===== src/rtl/stq_pkg.sv =====
// Shared constants, types and helpers for the sorted timer task queue.
// No dependencies; compiled first.
`timescale 1ns / 1ps
`default_nettype none

package stq_pkg;

    localparam int DEPTH = 16;
    localparam int AW    = $clog2(DEPTH);
    localparam int CW    = $clog2(DEPTH + 1);

    localparam logic OP_ADD  = 1'b0;
    localparam logic OP_TICK = 1'b1;

    localparam logic [1:0] ST_ADDED = 2'd0;
    localparam logic [1:0] ST_FIRED = 2'd1;
    localparam logic [1:0] ST_IDLE  = 2'd2;
    localparam logic [1:0] ST_FULL  = 2'd3;

    typedef struct packed {
        logic        op;
        logic [31:0] due_time;
        logic [31:0] now_time;
    } t_req;

    typedef struct packed {
        logic [1:0]  status;
        logic [31:0] task_id;
        logic [31:0] fired_due;
        logic [4:0]  pending;
    } t_result;

    typedef struct packed {
        logic [31:0] due;
        logic [31:0] id;
    } t_entry;

    // count reported modulo 32
    function automatic logic [4:0] pend5(input logic [CW-1:0] c);
        logic [CW+4:0] e;
        e = {5'b0, c};
        return e[4:0];
    endfunction

endpackage

`default_nettype wire


===== src/rtl/stq_in_if.sv =====
// Input channel of the timer task queue: valid/ready plus one request.
// No dependencies.
`timescale 1ns / 1ps
`default_nettype none

interface stq_in_if;
    logic        valid;
    logic        ready;
    logic        op;
    logic [31:0] due_time;
    logic [31:0] now_time;

    modport source (output valid, output op, output due_time, output now_time, input ready);
    modport sink   (input valid, input op, input due_time, input now_time, output ready);
endinterface

`default_nettype wire


===== src/rtl/stq_out_if.sv =====
// Result channel of the timer task queue: valid/ready plus one result.
// No dependencies.
`timescale 1ns / 1ps
`default_nettype none

interface stq_out_if;
    logic        valid;
    logic        ready;
    logic [1:0]  status;
    logic [31:0] task_id;
    logic [31:0] fired_due;
    logic [4:0]  pending;

    modport source (output valid, output status, output task_id, output fired_due,
                    output pending, input ready);
    modport sink   (input valid, input status, input task_id, input fired_due,
                    input pending, output ready);
endinterface

`default_nettype wire


===== src/rtl/stq_engine.sv =====
// Queue engine: circular entry memory plus the insert/fire sequencer.
// Depends on stq_pkg.
`timescale 1ns / 1ps
`default_nettype none

module stq_engine import stq_pkg::*; (
    input  wire logic    i_clk,
    input  wire logic    i_rst_n,
    input  wire logic    i_req_valid,
    output logic         o_req_ready,
    input  wire t_req    i_req,
    output logic         o_res_valid,
    input  wire logic    i_res_ready,
    output t_result      o_res
);

    typedef enum logic [2:0] {
        S_IDLE,
        S_INS_CMP,
        S_INS_PUT,
        S_TICK_CMP,
        S_DONE
    } t_state;

    t_state        r_state, n_state;
    logic [AW-1:0] r_head, n_head;
    logic [CW-1:0] r_count, n_count;
    logic [31:0]   r_next_id, n_next_id;
    logic [AW-1:0] r_pos, n_pos;
    logic [31:0]   r_due, n_due;
    logic [31:0]   r_now, n_now;
    logic [31:0]   r_id, n_id;
    t_result       r_res, n_res;

    t_entry        r_mem [DEPTH];
    t_entry        r_rdata;
    logic          mem_we;
    logic [AW-1:0] mem_waddr;
    t_entry        mem_wdata;
    logic          mem_re;
    logic [AW-1:0] mem_raddr;

    // logical slot k -> physical address, wrapping at DEPTH
    function automatic logic [AW-1:0] phys(input logic [AW-1:0] head,
                                           input logic [AW-1:0] k);
        logic [AW:0] s;
        s = {1'b0, head} + {1'b0, k};
        if (s >= (AW+1)'(DEPTH)) begin
            s = s - (AW+1)'(DEPTH);
        end
        return s[AW-1:0];
    endfunction

    always_comb begin
        n_state   = r_state;
        n_head    = r_head;
        n_count   = r_count;
        n_next_id = r_next_id;
        n_pos     = r_pos;
        n_due     = r_due;
        n_now     = r_now;
        n_id      = r_id;
        n_res     = r_res;
        mem_we    = 1'b0;
        mem_waddr = '0;
        mem_wdata = '{due: r_due, id: r_id};
        mem_re    = 1'b0;
        mem_raddr = '0;

        case (r_state)
            S_IDLE: begin
                if (i_req_valid) begin
                    if (i_req.op == OP_ADD) begin
                        if (r_count == CW'(DEPTH)) begin
                            n_res   = '{status: ST_FULL, task_id: '0, fired_due: '0,
                                        pending: pend5(r_count)};
                            n_state = S_DONE;
                        end else begin
                            n_id      = r_next_id;
                            n_next_id = r_next_id + 32'd1;
                            n_due     = i_req.due_time;
                            if (r_count == '0) begin
                                mem_we    = 1'b1;
                                mem_waddr = r_head;
                                mem_wdata = '{due: i_req.due_time, id: r_next_id};
                                n_count   = r_count + CW'(1);
                                n_res     = '{status: ST_ADDED, task_id: r_next_id,
                                              fired_due: '0,
                                              pending: pend5(r_count + CW'(1))};
                                n_state   = S_DONE;
                            end else begin
                                n_pos     = AW'(r_count);
                                mem_re    = 1'b1;
                                mem_raddr = phys(r_head, AW'(r_count - CW'(1)));
                                n_state   = S_INS_CMP;
                            end
                        end
                    end else begin
                        if (r_count == '0) begin
                            n_res   = '{status: ST_IDLE, task_id: '0, fired_due: '0,
                                        pending: pend5(r_count)};
                            n_state = S_DONE;
                        end else begin
                            n_now     = i_req.now_time;
                            mem_re    = 1'b1;
                            mem_raddr = r_head;
                            n_state   = S_TICK_CMP;
                        end
                    end
                end
            end
            S_INS_CMP: begin
                // r_rdata holds logical slot r_pos-1
                if (r_rdata.due > r_due) begin
                    mem_we    = 1'b1;
                    mem_waddr = phys(r_head, r_pos);
                    mem_wdata = r_rdata;
                    n_pos     = r_pos - AW'(1);
                    if (r_pos == AW'(1)) begin
                        n_state = S_INS_PUT;
                    end else begin
                        mem_re    = 1'b1;
                        mem_raddr = phys(r_head, r_pos - AW'(2));
                    end
                end else begin
                    mem_we    = 1'b1;
                    mem_waddr = phys(r_head, r_pos);
                    n_count   = r_count + CW'(1);
                    n_res     = '{status: ST_ADDED, task_id: r_id, fired_due: '0,
                                  pending: pend5(r_count + CW'(1))};
                    n_state   = S_DONE;
                end
            end
            S_INS_PUT: begin
                mem_we    = 1'b1;
                mem_waddr = r_head;
                n_count   = r_count + CW'(1);
                n_res     = '{status: ST_ADDED, task_id: r_id, fired_due: '0,
                              pending: pend5(r_count + CW'(1))};
                n_state   = S_DONE;
            end
            S_TICK_CMP: begin
                if (r_now > r_rdata.due) begin
                    n_head  = phys(r_head, AW'(1));
                    n_count = r_count - CW'(1);
                    n_res   = '{status: ST_FIRED, task_id: r_rdata.id,
                                fired_due: r_rdata.due,
                                pending: pend5(r_count - CW'(1))};
                end else begin
                    n_res   = '{status: ST_IDLE, task_id: '0, fired_due: '0,
                                pending: pend5(r_count)};
                end
                n_state = S_DONE;
            end
            S_DONE: begin
                if (i_res_ready) begin
                    n_state = S_IDLE;
                end
            end
            default: begin
                n_state = S_IDLE;
            end
        endcase
    end

    always_ff @(posedge i_clk) begin
        if (!i_rst_n) begin
            r_state   <= S_IDLE;
            r_head    <= '0;
            r_count   <= '0;
            r_next_id <= 32'd1;
        end else begin
            r_state   <= n_state;
            r_head    <= n_head;
            r_count   <= n_count;
            r_next_id <= n_next_id;
        end
        r_pos <= n_pos;
        r_due <= n_due;
        r_now <= n_now;
        r_id  <= n_id;
        r_res <= n_res;
    end

    always_ff @(posedge i_clk) begin
        if (mem_we) begin
            r_mem[mem_waddr] <= mem_wdata;
        end
        if (mem_re) begin
            r_rdata <= r_mem[mem_raddr];
        end
    end

    assign o_req_ready = (r_state == S_IDLE);
    assign o_res_valid = (r_state == S_DONE);
    assign o_res       = r_res;

endmodule

`default_nettype wire


===== src/rtl/sorted_timer_task_queue_core.sv =====
// Top level of the sorted timer task queue: engine plus result register.
// Depends on stq_pkg, stq_in_if, stq_out_if and stq_engine.
//
// Holds up to DEPTH pending timer tasks in due-time order, earliest first.
// An add transfer (op 0) gives the task the next identifier (1 after reset,
// wrapping at 32 bits) and slots it in after every queued task with an equal
// or earlier due time; a full queue refuses it with status 3 and burns no
// identifier. A tick transfer (op 1) fires the head when now_time is strictly
// later than its due time, at most one task per tick. Each input transfer
// yields exactly one result transfer. The entries live in one circular memory
// with a single registered read port. An add walks down from the tail, moving
// each later-due entry up one slot by a read-compare-write step, then writes
// the new task into the freed slot. Firing only advances the head pointer. A
// finished result sits in the output register, so the next input transfer is
// taken while the sink stalls. No clearing pass after reset.
`timescale 1ns / 1ps
`default_nettype none

module sorted_timer_task_queue_core import stq_pkg::*; (
    input  wire logic i_clk,
    input  wire logic i_rst_n,
    stq_in_if.sink    i_in,
    stq_out_if.source o_out
);

    t_req    eng_req;
    logic    eng_req_ready;
    logic    eng_res_valid;
    logic    eng_res_ready;
    t_result eng_res;

    logic    r_out_valid;
    t_result r_out;

    assign eng_req = '{op: i_in.op, due_time: i_in.due_time, now_time: i_in.now_time};

    stq_engine u_engine (
        .i_clk       (i_clk),
        .i_rst_n     (i_rst_n),
        .i_req_valid (i_in.valid),
        .o_req_ready (eng_req_ready),
        .i_req       (eng_req),
        .o_res_valid (eng_res_valid),
        .i_res_ready (eng_res_ready),
        .o_res       (eng_res)
    );

    assign i_in.ready = eng_req_ready;

    // output register: loads when empty or being drained this cycle
    assign eng_res_ready = !r_out_valid || o_out.ready;

    always_ff @(posedge i_clk) begin
        if (!i_rst_n) begin
            r_out_valid <= 1'b0;
        end else if (eng_res_ready) begin
            r_out_valid <= eng_res_valid;
        end
        if (eng_res_ready && eng_res_valid) begin
            r_out <= eng_res;
        end
    end

    assign o_out.valid     = r_out_valid;
    assign o_out.status    = r_out.status;
    assign o_out.task_id   = r_out.task_id;
    assign o_out.fired_due = r_out.fired_due;
    assign o_out.pending   = r_out.pending;

endmodule

`default_nettype wire


===== src/flat_wrapper.sv =====
// flat-port wrapper written by rule: the top's interface ports become plain ports
module sorted_timer_task_queue_core_flat import stq_pkg::*;
  (i_clk, i_rst_n, i_in_valid, i_in_op, i_in_due_time, i_in_now_time, i_in_ready, o_out_valid, o_out_status, o_out_task_id, o_out_fired_due, o_out_pending, o_out_ready);
  stq_in_if i_in_i ();
  stq_out_if o_out_i ();
  input  wire logic i_clk;
  input  wire logic i_rst_n;
  input wire logic [$bits(i_in_i.valid)-1:0] i_in_valid;
  input wire logic [$bits(i_in_i.op)-1:0] i_in_op;
  input wire logic [$bits(i_in_i.due_time)-1:0] i_in_due_time;
  input wire logic [$bits(i_in_i.now_time)-1:0] i_in_now_time;
  output wire logic [$bits(i_in_i.ready)-1:0] i_in_ready;
  output wire logic [$bits(o_out_i.valid)-1:0] o_out_valid;
  output wire logic [$bits(o_out_i.status)-1:0] o_out_status;
  output wire logic [$bits(o_out_i.task_id)-1:0] o_out_task_id;
  output wire logic [$bits(o_out_i.fired_due)-1:0] o_out_fired_due;
  output wire logic [$bits(o_out_i.pending)-1:0] o_out_pending;
  input wire logic [$bits(o_out_i.ready)-1:0] o_out_ready;
  assign i_in_i.valid = i_in_valid;
  assign i_in_i.op = i_in_op;
  assign i_in_i.due_time = i_in_due_time;
  assign i_in_i.now_time = i_in_now_time;
  assign i_in_ready = i_in_i.ready;
  assign o_out_valid = o_out_i.valid;
  assign o_out_status = o_out_i.status;
  assign o_out_task_id = o_out_i.task_id;
  assign o_out_fired_due = o_out_i.fired_due;
  assign o_out_pending = o_out_i.pending;
  assign o_out_i.ready = o_out_ready;
  sorted_timer_task_queue_core u_core (.i_clk(i_clk), .i_rst_n(i_rst_n), .i_in(i_in_i), .o_out(o_out_i));
endmodule

===== config.mk =====
export PLATFORM = sky130hd
export DESIGN_NAME = sorted_timer_task_queue_core_flat
export DESIGN_NICKNAME = d
export VERILOG_FILES = /design/src/rtl/stq_pkg.sv /design/src/rtl/stq_in_if.sv /design/src/rtl/stq_out_if.sv /design/src/rtl/stq_engine.sv /design/src/rtl/sorted_timer_task_queue_core.sv /design/src/flat_wrapper.sv
export SDC_FILE = /design/constraint.sdc
export NUM_CORES = 2
export LEC_CHECK = 0
export BUFFER_PORTS_ARGS = -buffer_cell sky130_fd_sc_hd__buf_4
export CAP_MARGIN = 20
export CORE_UTILIZATION = 40
export DETAILED_ROUTE_END_ITERATION = 10
export PLACE_DENSITY = 0.63
export SLEW_MARGIN = 30
export SYNTH_ARGS = -nofsm -noshare
export SYNTH_HDL_FRONTEND = slang
export SYNTH_SLANG_ARGS = --single-unit

===== constraint.sdc =====
create_clock -name i_clk -period 7.2 [get_ports i_clk]
set_input_delay 1.44 -clock i_clk [delete_from_list [all_inputs] [get_ports i_clk]]
set_output_delay 1.44 -clock i_clk [all_outputs]
set_load 0.02 [all_outputs]

==> flow_metrics.env <==
export IMPL_pwr_share_comb_pct=18.2
export IMPL_ff2ff_setup_slack_ns=2.03
export IMPL_tritoncts="done"
export IMPL_vdd_drop_max_mv=0.265
export IMPL_hold_path_class="reg2reg"
export IMPL_die_area_um2=140000
export IMPL_synthSimpleGateAreaFrac_pct=10.2
export IMPL_antenna_found_initial=8
export IMPL_clk_path_buf_depth=3
export IMPL_cpPeakStageDelay_ns=0.84
export IMPL_place_hpwl_mm=78.4
export IMPL_insertion_delay_ns=0.77
export IMPL_switching_share_pct=28.6
export IMPL_yosys_area_share_adder_pct=1.91
export IMPL_tightest_slew_ns=1.04
export IMPL_maxSlewViolCount=0
export IMPL_cts_root_buf="clkbuf_16"
export IMPL_finalCritPeriodShare_pct=71.7
export IMPL_drt_total_wl_mm=151
export IMPL_powerDensity_nw_per_um2=339
export IMPL_finalPower_mw=21.5
export IMPL_ys_types=67
export IMPL_synth_xor_area_share_pct=0.774
export IMPL_drtIter0Drc=4503
export IMPL_hold_violations=0
export IMPL_fmax_mhz=194
export IMPL_violations="DRC"
export IMPL_min_from="u_core.u_engine.o_res[51]"
export IMPL_postCtsSetupRepairBufs=0
export IMPL_hold_buffers=0
export IMPL_r2r_cells=11
export IMPL_io_pins=142
export IMPL_startpoint_type="flip-flop"
export IMPL_vias_per_cell=5.59
export IMPL_grt_max_degree=158
export IMPL_syn_avg_cell_area_um2=13.0
export IMPL_post_route_util_pct=46.1
export IMPL_path_buf_inv=1
export IMPL_reg2reg_to="u_core.u_engine.r_rdata[9]"
export IMPL_grt_remaining_overflow=0
export IMPL_first_global_vias=33300
export IMPL_htree_levels=4
export IMPL_finalWeightedCongestion=0.830
export IMPL_path_cells="ha_1 > a21oi_1 > o21ai_0 > a221oi_1 > a311oi_1 > o21bai_1 > o21a_4 > buf_12 > a21oi_1 > o21ai_0 > nand4_1"
export IMPL_grt_pass1_wl_mm=221
export IMPL_cp_max_fo=70
export IMPL_skew_ns=0.0249
export IMPL_status="finished, violations left"
export IMPL_slowest_stage="a221oi_1"
export IMPL_internal_power_mw=15.3
export IMPL_fin_crit_ns=5.17
export IMPL_route_antenna_remaining_nets=0
export IMPL_async_flop_share_pct=0
export IMPL_dieWidth_um=374
export IMPL_cts_buffers=139
export IMPL_core_region_area_um2=137000
export IMPL_synth_top_family_by_area="compound AO/OA/AOI/OAI gates"
export IMPL_synth_cells=4276
export IMPL_pwr_share_clk_pct=32.7
export IMPL_worstPathArrival_ns=5.65
export IMPL_synth_main_ff_cell="edfxtp_1"
export IMPL_slew_headroom_pct=30.7
export IMPL_yosys_warnings=0
export IMPL_cts_resized=0
export IMPL_firstDrtPassIters=11
export IMPL_crit_required_ns=7.69
export IMPL_ys_seq_area_share_pct=73.7
export IMPL_rsz0062_at_grt="false"
export IMPL_drc_errors=2
export IMPL_clkTransAtPathRegs_ns=0.06
export IMPL_hold_path_cell_count=0
export IMPL_route_vias_total=35100
export IMPL_crit_path_end_kind="flip-flop"
export IMPL_drv_cap=0
export IMPL_syn_area_um2=55400
export IMPL_crit_family="compound AO/OA/AOI/OAI gates"
export IMPL_num_rows=136
export IMPL_setup_tns_ns=0
export IMPL_worst_setup_path_type="reg2reg"
export IMPL_die_y_um=374
export IMPL_seqPwrFrac_pct=49.1
export IMPL_fillers=11900
export IMPL_wl_per_cell_um=24.0
export IMPL_leakagePower_nw=22.2
export IMPL_setup_viol=0
export IMPL_power_switching_mw=6.14
export IMPL_drive_above_1_share_pct=10.1
export IMPL_r2r_start="u_core.u_engine.r_rdata[39]"
export IMPL_synth_compound_area_share_pct=10.2
export IMPL_synth_edf_count=1330
export IMPL_gr_usage_all_layers_pct=21.1
export IMPL_numClockSinks=1375
export IMPL_port_buffers=141
export IMPL_ys_ff_latch=1375
export IMPL_synth_fp_nets=4428
export IMPL_area_growth_pct=14.2
export IMPL_start_util_pct=40.3
export IMPL_nets=4532
export IMPL_holdPathEnd="u_core.o_out.task_id[14]"
export IMPL_yosys_mux_area_fraction_pct=0.181
==> state kept, by name (all words and copies together) (netlist names) <==
name	cells
u_core.u_engine.r_pos	4
u_core.u_engine.r_id	32
u_core.u_engine.r_due	32
u_core.u_engine.o_res	71
u_core.u_engine.r_mem	1024
u_core.o_out.pending	5
u_core.u_engine.r_state	3
u_core.u_engine.r_next_id	32
u_core.u_engine.r_rdata	64
u_core.o_out.status	2
u_core.o_out.task_id	32
u_core.o_out.fired_due	32
u_core.u_engine.r_now	32
u_core.u_engine.r_head	4
u_core.o_out.valid	1
u_core.u_engine.r_count	5
==> kinds of logic after synthesis <==
kind of cell / count (synthesis)
XOR/XNOR: 49
multiplexers: 10
adder cells (fa/ha/maj): 83
flip-flops: 1375
AO/OA/AOI/OAI: 995
buffers and inverters: 422
AND/OR/NAND/NOR: 1342
==> power by group through the flow <==
stage,Combinational [mW],Clock [mW],Sequential [mW]
after floorplan,2.17,0,10.8
after global placement,3.79,0,10.7
after detailed placement,3.87,0,10.7
after CTS,3.88,7.12,10.5
after global routing,4.24,7.41,10.6
final,3.90,7.02,10.5
==> routing by layer <==
layer | GRT usage, % | vias to the layer above | part of all wire [%]
met5 | 0 | - | 0.0047
met4 | 5.43 | 2 | 1.9
met3 | 3.43 | 196 | 8.8
met2 | 33.8 | 1604 | 48
met1 | 29.8 | 17500 | 42
li1 | - | 15800 | -
==> synth_stat cells, types with 4 or more instances <==
library cell | instances | area (um2)
a21o_1 | 12 | 90.1
a21oi_1 | 543 | 2720
a222oi_1 | 96 | 961
a22oi_1 | 6 | 45.0
a311oi_1 | 4 | 35.0
a31oi_1 | 5 | 31.3
and2_1 | 65 | 407
and3_1 | 11 | 68.8
and4_1 | 5 | 43.8
buf_1 | 25 | 93.8
buf_2 | 50 | 250
clkbuf_1 | 170 | 638
dfxtp_1 | 45 | 901
edfxtp_1 | 1330 | 39900
ha_1 | 80 | 1000
inv_1 | 173 | 649
mux2i_1 | 10 | 100
nand2_1 | 1064 | 3990
nand2b_1 | 6 | 37.5
nand3_1 | 16 | 80.1
nand4_1 | 84 | 526
nor2_1 | 46 | 173
nor2b_1 | 12 | 75.1
nor3_1 | 8 | 40.0
o211ai_1 | 4 | 30.0
o21a_1 | 8 | 60.1
o21ai_0 | 249 | 1250
o21ai_1 | 39 | 195
or3_1 | 5 | 31.3
xnor2_1 | 31 | 272
xor2_1 | 18 | 158
==> per-stage QoR <==
| step | hold WS [ns] | instances | setup WS (ns) | instance area [um2] |
|---|---|---|---|---|
| floorplan | 0.400 | 4276 | 0.0454 | 55400 |
| global placement | 0.404 | 6025 | 2.11 | 58700 |
| detailed placement | 0.405 | 6031 | 2.05 | 58900 |
| CTS | 0.415 | 6281 | 2.03 | 63300 |
| global route | 0.424 | 6283 | 1.81 | 63300 |
| finish | 0.414 | 6284 | 2.03 | 63300 |
==> how the worst max path moves through the flow <==
stage	to	cells past startpoint	startpoint
final	u_core.u_engine.r_rdata[9]	11	u_core.u_engine.r_rdata[39]
after global routing	u_core.u_engine.r_rdata[9]	11	u_core.u_engine.r_rdata[37]
after CTS	u_core.u_engine.r_rdata[9]	11	u_core.u_engine.r_rdata[37]
after detailed placement	u_core.u_engine.r_rdata[9]	11	u_core.u_engine.r_rdata[37]
after global placement	u_core.u_engine.r_rdata[9]	11	u_core.u_engine.r_rdata[37]
after floorplan	u_core.u_engine.r_rdata[0]	3	i_in_valid
==> layout by cell type, fill, tap and decap left out, types with 12 or more instances in the layout <==
cell | netlist | layout
clkbuf_16 | 0 | 145
xnor2_1 | 31 | 31
xor2_1 | 18 | 18
nor2_1 | 46 | 25
nand3_1 | 16 | 16
clkbuf_1 | 170 | 42
nand2_1 | 1064 | 1063
clkinv_2 | 0 | 17
nor2_4 | 0 | 21
buf_12 | 0 | 23
inv_1 | 173 | 173
nand4_1 | 84 | 84
o21ai_0 | 249 | 247
a21oi_1 | 543 | 543
and2_1 | 65 | 64
clkinv_1 | 0 | 16
a21o_1 | 12 | 12
o21ai_1 | 39 | 39
dfxtp_1 | 45 | 45
a222oi_1 | 96 | 96
ha_1 | 80 | 80
edfxtp_1 | 1330 | 1330
buf_4 | 2 | 182
==> cell type report <==
type                       count  area, um2  share of cell area (%)
clock inverter                58        527                   0.832
tap                         1794       2240                    3.54
inverter                     173        649                    1.03
timing repair buffer         212       2020                    3.19
antenna                        1       2.50                 0.00395
sequential                  1375      40800                    64.5
multi-input combinational   2479      13200                    20.8
clock buffer                 192       3850                    6.09
No activity file was read; power rests on OpenSTA's default activity.
